[src/hw/rtl/mde_pkg.sv]
// shared types and constants for the depth-first maze exploration table
`timescale 1ns / 1ps
package mde_pkg;

   localparam int NODE_W = 11;
   localparam int TYPE_W = 3;
   localparam int EXIT_W = 3;

   localparam logic [NODE_W-1:0] NONE_ID = '1;

   localparam logic KIND_RESTART = 1'b0;
   localparam logic KIND_VISIT   = 1'b1;

   localparam logic REG_DEAD_END = 1'b0;
   localparam logic REG_MAZE_END = 1'b1;

   localparam int EXIT_LEFT  = 0;
   localparam int EXIT_FRONT = 1;
   localparam int EXIT_RIGHT = 2;

   typedef enum logic [2:0] {
      ACT_ERROR = 3'd0,
      ACT_LEFT  = 3'd1,
      ACT_FRONT = 3'd2,
      ACT_RIGHT = 3'd3,
      ACT_BACK  = 3'd4,
      ACT_DONE  = 3'd5
   } action_type;

   typedef enum logic [1:0] {
      ST_IDLE,
      ST_SCAN,
      ST_APPLY
   } state_type;

   typedef struct packed {
      action_type          action;
      logic [EXIT_W-1:0]   explored;
      logic                exhausted;
   } decision_type;

endpackage

[src/hw/rtl/mde_decide.sv]
// next-move decision for one node record
`timescale 1ns / 1ps
module mde_decide (
   input  logic [mde_pkg::TYPE_W-1:0] dead_code,
   input  logic [mde_pkg::TYPE_W-1:0] maze_code,
   input  logic [mde_pkg::TYPE_W-1:0] node_type,
   input  logic [mde_pkg::EXIT_W-1:0] exits,
   input  logic [mde_pkg::EXIT_W-1:0] explored,
   input  logic                       has_parent,
   output mde_pkg::decision_type      decision
);
   import mde_pkg::*;

   logic [EXIT_W-1:0] free_bits;
   logic              terminal;
   logic              retire;

   always_comb begin
      free_bits = exits & ~explored;
      terminal  = (node_type == dead_code) || (node_type == maze_code);
      retire    = 1'b0;
      decision.explored  = explored;
      decision.exhausted = 1'b0;
      decision.action    = ACT_ERROR;
      if (terminal) begin
         retire = 1'b1;
      end else if (free_bits[EXIT_LEFT]) begin
         decision.explored[EXIT_LEFT] = 1'b1;
         decision.action = ACT_LEFT;
      end else if (free_bits[EXIT_FRONT]) begin
         decision.explored[EXIT_FRONT] = 1'b1;
         decision.action = ACT_FRONT;
      end else if (free_bits[EXIT_RIGHT]) begin
         decision.explored[EXIT_RIGHT] = 1'b1;
         decision.action = ACT_RIGHT;
      end else begin
         retire = 1'b1;
      end
      if (retire) begin
         decision.exhausted = 1'b1;
         decision.action    = has_parent ? ACT_BACK : ACT_DONE;
      end
   end

endmodule

[src/hw/rtl/maze_dfs_explorer.sv]
// top level: depth-first maze exploration table with apb register port
//
//   channel | direction | handshake                  | moves
//   req     | in        | req_valid / req_stall      | restart or visit transaction
//   rsp     | out       | rsp_valid / rsp_stall      | one result per visit
//   csr     | in/out    | psel, penable, pwrite, ... | dead_end_code, maze_end_code
//
// a restart is taken in idle with no scan; a visit scans the table from slot 0 up to the
// slot that holds the node, or across all count entries when it is new, the record memory
// read port scanning one entry a cycle
// synchronous reset; no clearing pass, the fill count bounds every search
// a held result does not block the next accept; a finished visit waits in apply until
// the result register is free
`timescale 1ns / 1ps
module maze_dfs_explorer #(
   parameter int MAX_NODES = 64,
   parameter int ID_BITS   = 10
) (
   input  logic                                clock,
   input  logic                                reset,

   input  logic                                req_valid,
   output logic                                req_stall,
   input  logic                                req_kind,
   input  logic signed [mde_pkg::NODE_W-1:0]   req_node_id,
   input  logic signed [mde_pkg::NODE_W-1:0]   req_parent_id,
   input  logic        [mde_pkg::TYPE_W-1:0]   req_node_type,
   input  logic                                req_exit_left,
   input  logic                                req_exit_front,
   input  logic                                req_exit_right,

   output logic                                rsp_valid,
   input  logic                                rsp_stall,
   output logic        [2:0]                   rsp_action,
   output logic signed [mde_pkg::NODE_W-1:0]   rsp_node_out,
   output logic signed [mde_pkg::NODE_W-1:0]   rsp_from_out,
   output logic                                rsp_created_valid,
   output logic        [ID_BITS-1:0]           rsp_created_id,
   output logic        [mde_pkg::TYPE_W-1:0]   rsp_created_type,
   output logic signed [mde_pkg::NODE_W-1:0]   rsp_created_parent,
   output logic                                rsp_edge_valid,

   input  logic                                psel,
   input  logic                                penable,
   input  logic                                pwrite,
   input  logic        [2:0]                   paddr,
   input  logic        [31:0]                  pwdata,
   output logic        [31:0]                  prdata,
   output logic                                pready
);
   import mde_pkg::*;

   localparam int AW = $clog2(MAX_NODES);
   localparam int CW = $clog2(MAX_NODES + 1);
   localparam int EW = (ID_BITS + 1 > NODE_W) ? ID_BITS + 1 : NODE_W;

   typedef struct packed {
      logic [EW-1:0]     id;
      logic [TYPE_W-1:0] type_code;
      logic [NODE_W-1:0] parent;
      logic [EXIT_W-1:0] exits;
      logic [EXIT_W-1:0] explored;
      logic              exhausted;
   } rec_type;

   rec_type mem [MAX_NODES];

   state_type state_ff, state_in;

   logic [TYPE_W-1:0] dead_code_ff, dead_code_in;
   logic [TYPE_W-1:0] maze_code_ff, maze_code_in;
   logic [CW-1:0]     count_ff, count_in;
   logic [ID_BITS-1:0] next_id_ff, next_id_in;

   logic signed [NODE_W-1:0] nid_ff, nid_in;
   logic signed [NODE_W-1:0] pid_ff, pid_in;
   logic [TYPE_W-1:0] type_ff, type_in;
   logic [EXIT_W-1:0] exits_ff, exits_in;

   logic [CW-1:0] scan_idx_ff, scan_idx_in;
   logic [CW-1:0] rd_slot_ff;
   logic          rd_vld_ff;
   rec_type       rdata_ff;

   rec_type       rec_ff, rec_in;
   logic [CW-1:0] slot_ff, slot_in;
   logic          created_ff, created_in;
   logic          err_ff, err_in;

   logic                     rsp_valid_ff, rsp_valid_in;
   action_type               rsp_action_ff, rsp_action_in;
   logic signed [NODE_W-1:0] rsp_node_ff, rsp_node_in;
   logic signed [NODE_W-1:0] rsp_from_ff, rsp_from_in;
   logic                     rsp_cvalid_ff, rsp_cvalid_in;
   logic [ID_BITS-1:0]       rsp_cid_ff, rsp_cid_in;
   logic [TYPE_W-1:0]        rsp_ctype_ff, rsp_ctype_in;
   logic signed [NODE_W-1:0] rsp_cparent_ff, rsp_cparent_in;
   logic                     rsp_edge_ff, rsp_edge_in;

   logic          req_take;
   logic          restart_take;
   logic          visit_take;
   logic          out_free;
   logic          cfg_wr;
   logic [EW-1:0] nid_ext;
   logic          hit;
   logic          miss;
   logic          rd_en;
   logic          wr_en;
   logic [AW-1:0] wr_addr;
   rec_type       wr_data;
   rec_type       start_rec;
   rec_type       upd_rec;
   logic          scan_busy;
   logic          apply_go;
   decision_type  decision;

   mde_decide u_decide (
      .dead_code  (dead_code_ff),
      .maze_code  (maze_code_ff),
      .node_type  (rec_ff.type_code),
      .exits      (rec_ff.exits),
      .explored   (rec_ff.explored),
      .has_parent (rec_ff.parent != NONE_ID),
      .decision   (decision)
   );

   assign pready       = 1'b1;
   assign cfg_wr       = psel & penable & pwrite;
   assign out_free     = !rsp_valid_ff || !rsp_stall;
   assign req_take     = req_valid && !req_stall;
   assign restart_take = req_take && (req_kind == KIND_RESTART);
   assign visit_take   = req_take && (req_kind == KIND_VISIT);
   assign nid_ext      = EW'(nid_ff);
   assign scan_busy    = (state_ff == ST_SCAN);
   assign hit          = scan_busy && rd_vld_ff && (rdata_ff.id == nid_ext);
   assign miss         = scan_busy && !hit && (scan_idx_ff >= count_ff);
   assign apply_go     = (state_ff == ST_APPLY) && out_free;

   always_comb begin
      start_rec.id        = EW'(req_node_id);
      start_rec.type_code = req_node_type;
      start_rec.parent    = NONE_ID;
      start_rec.exits     = {1'b0, req_exit_front, 1'b0};
      start_rec.explored  = '0;
      start_rec.exhausted = 1'b0;
      upd_rec             = rec_ff;
      upd_rec.explored    = decision.explored;
      upd_rec.exhausted   = rec_ff.exhausted | decision.exhausted;
   end

   // next state
   always_comb begin
      state_in = state_ff;
      unique case (state_ff)
         ST_IDLE:  if (visit_take) state_in = ST_SCAN;
         ST_SCAN:  if (hit || miss) state_in = ST_APPLY;
         ST_APPLY: if (out_free) state_in = ST_IDLE;
         default:  state_in = ST_IDLE;
      endcase
   end

   // state outputs
   always_comb begin
      req_stall = 1'b1;
      rd_en     = 1'b0;
      wr_en     = 1'b0;
      wr_addr   = '0;
      wr_data   = start_rec;
      unique case (state_ff)
         ST_IDLE: begin
            req_stall = 1'b0;
            wr_en     = req_valid && (req_kind == KIND_RESTART);
         end
         ST_SCAN: begin
            rd_en = !hit && (scan_idx_ff < count_ff);
         end
         ST_APPLY: begin
            wr_en   = out_free && !err_ff;
            wr_addr = slot_ff[AW-1:0];
            wr_data = upd_rec;
         end
         default: begin
            req_stall = 1'b1;
         end
      endcase
   end

   always_comb begin
      dead_code_in   = dead_code_ff;
      maze_code_in   = maze_code_ff;
      count_in       = count_ff;
      next_id_in     = next_id_ff;
      nid_in         = nid_ff;
      pid_in         = pid_ff;
      type_in        = type_ff;
      exits_in       = exits_ff;
      scan_idx_in    = scan_idx_ff;
      rec_in         = rec_ff;
      slot_in        = slot_ff;
      created_in     = created_ff;
      err_in         = err_ff;
      rsp_valid_in   = rsp_valid_ff && rsp_stall;
      rsp_action_in  = rsp_action_ff;
      rsp_node_in    = rsp_node_ff;
      rsp_from_in    = rsp_from_ff;
      rsp_cvalid_in  = rsp_cvalid_ff;
      rsp_cid_in     = rsp_cid_ff;
      rsp_ctype_in   = rsp_ctype_ff;
      rsp_cparent_in = rsp_cparent_ff;
      rsp_edge_in    = rsp_edge_ff;

      if (cfg_wr) begin
         unique case (paddr[2])
            REG_DEAD_END: dead_code_in = pwdata[TYPE_W-1:0];
            REG_MAZE_END: maze_code_in = pwdata[TYPE_W-1:0];
            default:      dead_code_in = dead_code_ff;
         endcase
      end

      if (restart_take) begin
         count_in   = CW'(1);
         next_id_in = ID_BITS'(32'(req_node_id) + 32'sd1);
      end

      if (visit_take) begin
         nid_in      = req_node_id;
         pid_in      = req_parent_id;
         type_in     = req_node_type;
         exits_in    = {req_exit_right, req_exit_front, req_exit_left};
         scan_idx_in = '0;
      end

      if (rd_en) begin
         scan_idx_in = scan_idx_ff + CW'(1);
      end

      if (hit) begin
         rec_in     = rdata_ff;
         slot_in    = rd_slot_ff;
         created_in = 1'b0;
         err_in     = 1'b0;
      end else if (miss) begin
         rec_in.id        = EW'(next_id_ff);
         rec_in.type_code = type_ff;
         rec_in.parent    = pid_ff;
         rec_in.exits     = exits_ff;
         rec_in.explored  = '0;
         rec_in.exhausted = 1'b0;
         slot_in          = count_ff;
         created_in       = (count_ff < CW'(MAX_NODES));
         err_in           = (count_ff >= CW'(MAX_NODES));
      end

      if (apply_go) begin
         rsp_valid_in = 1'b1;
         if (err_ff) begin
            rsp_action_in  = ACT_ERROR;
            rsp_node_in    = nid_ff;
            rsp_from_in    = pid_ff;
            rsp_cvalid_in  = 1'b0;
            rsp_cid_in     = '0;
            rsp_ctype_in   = '0;
            rsp_cparent_in = '0;
            rsp_edge_in    = 1'b0;
         end else begin
            rsp_action_in = decision.action;
            if (decision.action == ACT_BACK) begin
               rsp_node_in = rec_ff.parent;
               rsp_from_in = rec_ff.id[NODE_W-1:0];
            end else begin
               rsp_node_in = rec_ff.id[NODE_W-1:0];
               rsp_from_in = pid_ff;
            end
            rsp_cvalid_in  = created_ff;
            rsp_cid_in     = created_ff ? rec_ff.id[ID_BITS-1:0] : '0;
            rsp_ctype_in   = created_ff ? rec_ff.type_code : '0;
            rsp_cparent_in = created_ff ? pid_ff : '0;
            rsp_edge_in    = created_ff && (pid_ff != NONE_ID);
            if (created_ff) begin
               count_in   = count_ff + CW'(1);
               next_id_in = next_id_ff + ID_BITS'(1);
            end
         end
      end
   end

   always_ff @(posedge clock) begin
      if (reset) begin
         state_ff     <= ST_IDLE;
         dead_code_ff <= TYPE_W'(1);
         maze_code_ff <= TYPE_W'(2);
         count_ff     <= '0;
         next_id_ff   <= '0;
         rd_vld_ff    <= 1'b0;
         rsp_valid_ff <= 1'b0;
      end else begin
         state_ff     <= state_in;
         dead_code_ff <= dead_code_in;
         maze_code_ff <= maze_code_in;
         count_ff     <= count_in;
         next_id_ff   <= next_id_in;
         rd_vld_ff    <= rd_en;
         rsp_valid_ff <= rsp_valid_in;
      end
   end

   always_ff @(posedge clock) begin
      nid_ff         <= nid_in;
      pid_ff         <= pid_in;
      type_ff        <= type_in;
      exits_ff       <= exits_in;
      scan_idx_ff    <= scan_idx_in;
      rd_slot_ff     <= scan_idx_ff;
      rec_ff         <= rec_in;
      slot_ff        <= slot_in;
      created_ff     <= created_in;
      err_ff         <= err_in;
      rsp_action_ff  <= rsp_action_in;
      rsp_node_ff    <= rsp_node_in;
      rsp_from_ff    <= rsp_from_in;
      rsp_cvalid_ff  <= rsp_cvalid_in;
      rsp_cid_ff     <= rsp_cid_in;
      rsp_ctype_ff   <= rsp_ctype_in;
      rsp_cparent_ff <= rsp_cparent_in;
      rsp_edge_ff    <= rsp_edge_in;
   end

   // record memory, one write and one registered read port
   always_ff @(posedge clock) begin
      if (wr_en) begin
         mem[wr_addr] <= wr_data;
      end
      if (rd_en) begin
         rdata_ff <= mem[scan_idx_ff[AW-1:0]];
      end
   end

   always_comb begin
      unique case (paddr[2])
         REG_DEAD_END: prdata = 32'(dead_code_ff);
         REG_MAZE_END: prdata = 32'(maze_code_ff);
         default:      prdata = '0;
      endcase
   end

   assign rsp_valid          = rsp_valid_ff;
   assign rsp_action         = rsp_action_ff;
   assign rsp_node_out       = rsp_node_ff;
   assign rsp_from_out       = rsp_from_ff;
   assign rsp_created_valid  = rsp_cvalid_ff;
   assign rsp_created_id     = rsp_cid_ff;
   assign rsp_created_type   = rsp_ctype_ff;
   assign rsp_created_parent = rsp_cparent_ff;
   assign rsp_edge_valid     = rsp_edge_ff;

   a_no_rw_clash: assert property (@(posedge clock) disable iff (reset)
      !(rd_en && wr_en))
      else $error("record memory read and write in the same cycle");

   a_scan_bound: assert property (@(posedge clock) disable iff (reset)
      (state_ff == ST_SCAN) |-> (scan_idx_ff <= count_ff))
      else $error("scan index ran past the fill count");

   a_count_bound: assert property (@(posedge clock) disable iff (reset)
      count_ff <= CW'(MAX_NODES))
      else $error("fill count exceeds table depth");

   a_rsp_source: assert property (@(posedge clock) disable iff (reset)
      $rose(rsp_valid_ff) |-> $past(state_ff == ST_APPLY))
      else $error("result raised outside apply");

   a_apply_slot: assert property (@(posedge clock) disable iff (reset)
      (state_ff == ST_APPLY && !err_ff) |->
         (slot_ff < count_ff || (created_ff && slot_ff == count_ff)))
      else $error("write-back slot outside the filled table");

endmodule

[config.mk]
export PLATFORM = sky130hd
export DESIGN_NAME = maze_dfs_explorer
export DESIGN_NICKNAME = d
export VERILOG_FILES = /design/src/hw/rtl/mde_pkg.sv /design/src/hw/rtl/mde_decide.sv /design/src/hw/rtl/maze_dfs_explorer.sv
export SDC_FILE = /design/constraint.sdc
export NUM_CORES = 2
export LEC_CHECK = 0
export BUFFER_PORTS_ARGS = -buffer_cell sky130_fd_sc_hd__buf_2
export CAP_MARGIN = 20
export CORE_ASPECT_RATIO = 0.7
export CORE_MARGIN = 2
export CORE_UTILIZATION = 40
export CTS_BUF_LIST = sky130_fd_sc_hd__clkbuf_4
export DETAILED_ROUTE_END_ITERATION = 7
export HOLD_SLACK_MARGIN = 0.12
export PLACE_DENSITY_LB_ADDON = 0.25
export SYNTH_ARGS = -nofsm -noshare
export SYNTH_HDL_FRONTEND = slang
export SYNTH_SLANG_ARGS = --single-unit
[constraint.sdc]
create_clock -name clock -period 4.1 [get_ports clock]
set_input_delay 0 -clock clock [delete_from_list [all_inputs] [get_ports clock]]
set_output_delay 0 -clock clock [all_outputs]
set_load 0.005 [all_outputs]
=== Word-level counts from Yosys, hierarchy flattened ===
Memory sizes are Yosys's and may differ from the RTL's. A register that Yosys moved wholly into a read port is not among the register bits.
Cells that the tools add are included.
Widths: inputs -> output; s select.

* Register bits: 159
* Memory bits (writable): 2048
* Bits of input ports: 71
* Memories kept: 1

{| class="wikitable"
|+ Memory list
! name !! words !! width !! read ports !! clocked after memory_dff !! write ports !! RTL line !! source
|-
| mem || 64 || 32 || 1 || 1 || 1 || maze_dfs_explorer.sv:66 || <nowiki>rec_type mem [MAX_NODES];</nowiki>
|}

* Add/subtract/negate cells: 4
* Magnitude comparators: 4
* Eq/ne operators: 11
* Mux-type cells: 46
* Bitwise gates (word level): 8
* Reductions and logical operators: 27

{| class="wikitable"
|+ Operators with widths
! kind !! number
|-
| $mux 32 || 3
|-
| $pmux 32 s2 || 1
|-
| $mux 11 || 4
|-
| $mux 7 || 6
|-
| $mux 10 || 4
|-
| $mux 6 || 4
|-
| $ne 11x11->1 const B || 2
|-
| $add 7x1->7 const B || 2
|-
| $mux 1 || 14
|-
| $logic_and 1x1->1 || 13
|-
| $mux 3 || 4
|-
| $eq 11x11->1 || 1
|-
| $add 10x1->10 const B || 1
|-
| $add 10x2->10 const B || 1
|-
| $mux 2 || 4
|-
| $ge 7x7->1 || 1
|-
| $ge 7x7->1 const B || 1
|-
| $lt 7x7->1 || 1
|-
| $lt 7x7->1 const B || 1
|-
| $eq 3x3->1 || 2
|-
| $pmux 2 s3 || 1
|-
| $logic_not 1->1 || 4
|-
| $ne 2x2->1 const B || 2
|-
| $reduce_and 2->1 || 2
|-
| 15 further kinds || 21
|}

=== Depth between registers and ports, before layout ===
* Depth after elaboration: 10
* Gate-level depth with buffers: 13
* Depth with buffers taken out: 7

=== Hierarchy ===
From an unflattened synthesis, not the netlist that was laid out.

* Cells, all modules: 4288
* Area, all modules: 84976.5 um2

{| class="wikitable"
|+ Modules (own cells, without submodules)
! module !! times used !! cells each !! area an instance (um2) !! seq. area each (um2)
|-
| maze_dfs_explorer || 1 || 4262 || 84787.6 || 64902.2
|-
| mde_decide || 1 || 26 || 188.9 || 0.0
|}

=== Worst setup path after synthesis ===
No wires, ideal clock.

* Path kind: flip-flop to flip-flop
* Start point: register state_ff[0]
* End point: register rsp_action_ff[0] (netlist: rsp_action[0]), enable pin
* Setup time: 0.460 ns
* Arrival time: 3.040 ns
* Setup slack: 0.600 ns
* Stages on the path, launching flop included: 5
* Clock period less this slack: 3.500 ns
* Cell sequence: dfxtp_1 -> nand2b_1 -> clkbuf_1 -> clkbuf_1 -> nor2_1

* Longest elaborated chain between the ends: 2

{| class="wikitable"
|+ RTL lines
! element !! RTL line !! source
|-
| start, declared || maze_dfs_explorer.sv:68 || <nowiki>state_type state_ff, state_in;</nowiki>
|-
| start signal, assigned || maze_dfs_explorer.sv:298 || <nowiki>state_ff <= state_in;</nowiki>
|-
| $eq 2x2->1 || maze_dfs_explorer.sv:138 || <nowiki>assign apply_go = (state_ff == ST_APPLY) && out_free;</nowiki>
|-
| $logic_and 1x1->1 || maze_dfs_explorer.sv:138 ||
|-
| net apply_go || maze_dfs_explorer.sv:115 || <nowiki>logic apply_go;</nowiki>
|-
| end signal, assigned || maze_dfs_explorer.sv:319 || <nowiki>rsp_action_ff <= rsp_action_in;</nowiki>
|-
| end, declared || maze_dfs_explorer.sv:91 || <nowiki>action_type rsp_action_ff, rsp_action_in;</nowiki>
|}

The timed path passes the listed nets, and every way through them passes these cells.
A chain may end at the register's enable or synchronous reset.

=== Worst setup path after layout ===
* Start point: register state_ff[0]
* End point: register next_id_ff[8]

* Longest elaborated chain between the ends: 7

{| class="wikitable"
|+ RTL lines
! element !! RTL line !! source
|-
| $logic_not 2->1 || maze_dfs_explorer.sv:170 || <nowiki>unique case (state_ff)</nowiki>
|-
| $logic_and 1x1->1 || maze_dfs_explorer.sv:131 || <nowiki>assign req_take = req_valid && !req_stall;</nowiki>
|-
| $logic_and 1x1->1 || maze_dfs_explorer.sv:132 || <nowiki>assign restart_take = req_take && (req_kind == KIND_RESTART);</nowiki>
|-
| $mux 10 || maze_dfs_explorer.sv:221 || <nowiki>if (restart_take) begin</nowiki>
|-
| $mux 10 || maze_dfs_explorer.sv:280 || <nowiki>if (created_ff) begin</nowiki>
|-
| $mux 10 || maze_dfs_explorer.sv:257 || <nowiki>if (err_ff) begin</nowiki>
|-
| $mux 10 * || maze_dfs_explorer.sv:255 || <nowiki>if (apply_go) begin</nowiki>
|-
| end signal, assigned || maze_dfs_explorer.sv:302 || <nowiki>next_id_ff <= next_id_in;</nowiki>
|-
| end, declared || maze_dfs_explorer.sv:73 || <nowiki>logic [ID_BITS-1:0] next_id_ff, next_id_in;</nowiki>
|}

Mark *: on every way between the ends. The rest lies on a longest branch, timed or not.

==> flow_summary.ini <==
[status]
status = complete, no violations

[drt]
avgViaCountPerCell = 5.719
firstDrtPassIters = 5
drt_iter0_markers = 6929
num_vias = 47150
drcViolationCount = 0
wire_per_inst_um = 29.97
postRouteAntennaNets = 0
drt_wl_total_um = 247000

[global_route]
grt_pass1_vias = 45860
antenna_found_initial = 24
gr-total-overflow = 0
track_usage = 0.2261
grt_start_max_net_pins = 85
grt_pass1_wl_um = 344800

[synth]
synth_area_um2 = 84660
synth_cells = 4266
synth_ff_type = edfxtp_1
async_flop_share = 0
yosysSeqAreaShare = 0.7666
yosys_register_bits = 2173
synth_top_family_by_area = multiplexers
ys_types = 72
synth_edf_count = 2138
synth_warnings = 0
synthAdderAreaFrac = 0.001773
synth_compound_area_frac = 0.04182
yosys.area_share.simple = 0.03081
synthMuxAreaShare = 0.1360
synthXorXnorAreaFrac = 0.003103
syn_avg_cell_area_um2 = 19.85

[placement]
dpl.cell_count = 7233
portBuffers = 95
place.gp.congestion = 0.8345
dp_hpwl_um = 144500

[timing]
min_period_ns = 3.805
rsz0062_at_grt = no
final.setup.tns_ns = 0
finalHoldViolCount = 0
fin_skew_ns = 0.1467
setup_violations = 0
min_period_over_period = 0.9281
fmax_mhz = 262.8
worstMarginPinSlew_ns = 1.180
drv_slew = 0
relSlewSlack = 0.2131

[critical_path]
rrSetupSlack_ns = 0.29
worstRegToRegCells = 9
r2r_start = state_ff[0]
cp.arrival_ns = 4.98
cp_max_fo = 11
required_ns = 5.27
end_kind = register
crit_path_start_kind = register
r2r-end = next_id_ff[8]
path_class = register to register

[floorplanning]
ios = 157
initial_core_util = 0.4019
core_um2 = 210600
fp.dieH_um = 388.9
dieArea_um2 = 215400
dieWidth_um = 553.9
rows = 141

[clock_network]
cts_setup_buffers = 0
cts_max_level = 6
clk_latency_ns = 1.27
cts_tree = done
path_clk_slew_ns = 0.06
numCtsBuffers = 537
root_buffer = clkbuf_4
cts.sinks = 2173
cts_max_path_buffers = 4

[min_path]
min_path_cells = 4
hold_path_class = primary input to register
min-delay-start = req_node_id[3]
min_delay_worst_endpoint = mem[33][24]

[final_layout]
nFillCells = 17840
area_delta_synth_final_pct = 16.25
final_common_cell = edfxtp_1
final_cell_mix = 2138 x edfxtp_1, 760 x clkbuf_4, 385 x mux2i_1
finalNonFillerCells = 8244
layout-drive-gt1-share = 0.3101
finalNetCount = 5179

[power]
ir_worst_vdd_uv = 223.7
leakagePower_nw = 32.28
total_power_w = 0.04515
power.density_nw_per_um2 = 458.7

[job]
drv_cap = 0
layer usage:
metal  vias up  GRT usage  routed length, um
met1     24460     0.3441             107400
li1      19560          -                  -
met2      2783     0.3106             103000
met5         -          0                 63
met3       330    0.06942              31020
met4        10    0.06364               5547
worst max-delay path by stage:
stage | slack, ns | to | cells after the start | startpoint
floorplan | 0.60 | rsp_action[0] | 4 | state_ff[0]
global placement | 0.81 | rdata_ff[13] | 7 | scan_idx_ff[0]
detailed placement | 0.78 | rdata_ff[3] | 9 | scan_idx_ff[0]
CTS | 0.37 | next_id_ff[8] | 9 | state_ff[0]
global route | 0.20 | next_id_ff[8] | 9 | state_ff[0]
finish | 0.29 | next_id_ff[8] | 9 | state_ff[0]
through the flow:
| step | utilization | setup slack (ns) | cell area (um^2) | hold slack, ns |
|---|---|---|---|---|
| 6_report | 0.4673 | 0.2948 | 98430 | 0.1743 |
| 5_1_grt | 0.4672 | 0.1966 | 98420 | 0.1309 |
| 4_1_cts | 0.4669 | 0.3674 | 98350 | 0.1376 |
| 3_5_place_dp | 0.4311 | 0.7774 | 90820 | 0.1823 |
| 3_3_place_gp | 0.4311 | 0.8145 | 90810 | 0.1783 |
| 2_1_floorplan | - | 0.5999 | 84770 | 0.09887 |
sequential cells by signal (all words and copies together) (netlist names), 2 cells and up:
register and count:
rec_ff 31, slot_ff 6, rsp_from_out 11, dead_code_ff 3, rsp_node_out 11, rsp_action 3
next_id_ff 10, rsp_created_parent 11, state_ff 2, rsp_created_id 10, pid_ff 11, rd_slot_ff 6
scan_idx_ff 7, mem 1984, exits_ff 3, maze_code_ff 3, nid_ext 11, rsp_created_type 3
rdata_ff 31, count_ff 7, type_ff 3
synthesized netlist by cell type, types with 12 or more instances:
library cell  instances  share of area
o21ai_0              62         0.0037
ha_1                 12         0.0018
a22oi_1             141          0.013
buf_1                16        0.00071
a311oi_1             18         0.0019
mux2_2               48         0.0064
edfxtp_1           2138           0.76
a21oi_1              46         0.0027
buf_2                66         0.0039
buf_4                53         0.0047
buf_6                17         0.0023
mux4_2              307          0.082
dfxtp_1              35         0.0083
nand4_1              49         0.0036
inv_1                15        0.00066
nand2b_1             21         0.0016
a221o_1              20         0.0024
nand3_1              40         0.0024
a211oi_1             16         0.0014
nor2_1              135         0.0060
nor3_1               25         0.0015
xnor2_1              23         0.0024
and2_1               44         0.0033
o22ai_1              46         0.0034
clkbuf_1             96         0.0043
o22a_1               25         0.0026
mux2i_1             385          0.046
nand2_1             157         0.0070
a221oi_1             64         0.0066
cell families (layout without fill, tap and decap cells):
family / Yosys count / in the layout
DFF: 2173 / 2173
muxes: 748 / 748
and+or+nand+nor: 533 / 533
AOI/OAI and AO/OA: 487 / 487
buffers and inverters: 281 / 1436
xor gates and xnor gates: 30 / 30
adders and majority gates: 12 / 12
other: 2 / 37
power breakdown:
part	internal (W)	switching (W)	total (W)
sequential	0.0245	0.0000920	0.0246
clock	0.00900	0.00857	0.0176
combinational	0.00108	0.00190	0.00298
critical path, stage by stage, from the launching register on:
cell and delay, ns:
dfxtp_1 0.29, buf_4 0.15, nor4b_2 0.47, dlygate4sd3_1 0.64, buf_4 0.14, dlygate4sd3_1 0.92
nor2_1 0.07, mux2_2 0.28, a211oi_1 0.22, dlygate4sd3_1 0.58
layout make-up:
class / count / area (um^2) / share of cell area
timing repair buffer: 527 / 4624 / 0.04698
antenna: 7 / 17.52 / 0.0001780
clock buffer: 760 / 5705 / 0.05797
sequential: 2173 / 64900 / 0.6594
inverter: 17 / 63.81 / 0.0006483
tap: 2788 / 3488 / 0.03544
multi-input combinational: 1840 / 18880 / 0.1918
clock inverter: 132 / 742.0 / 0.007538
repair_timing:
item,CTS,global route
endpoints found under the hold margin,906,0
resized for setup,0,0
hold buffers,109,0
(Power assumes the default switching activity.)
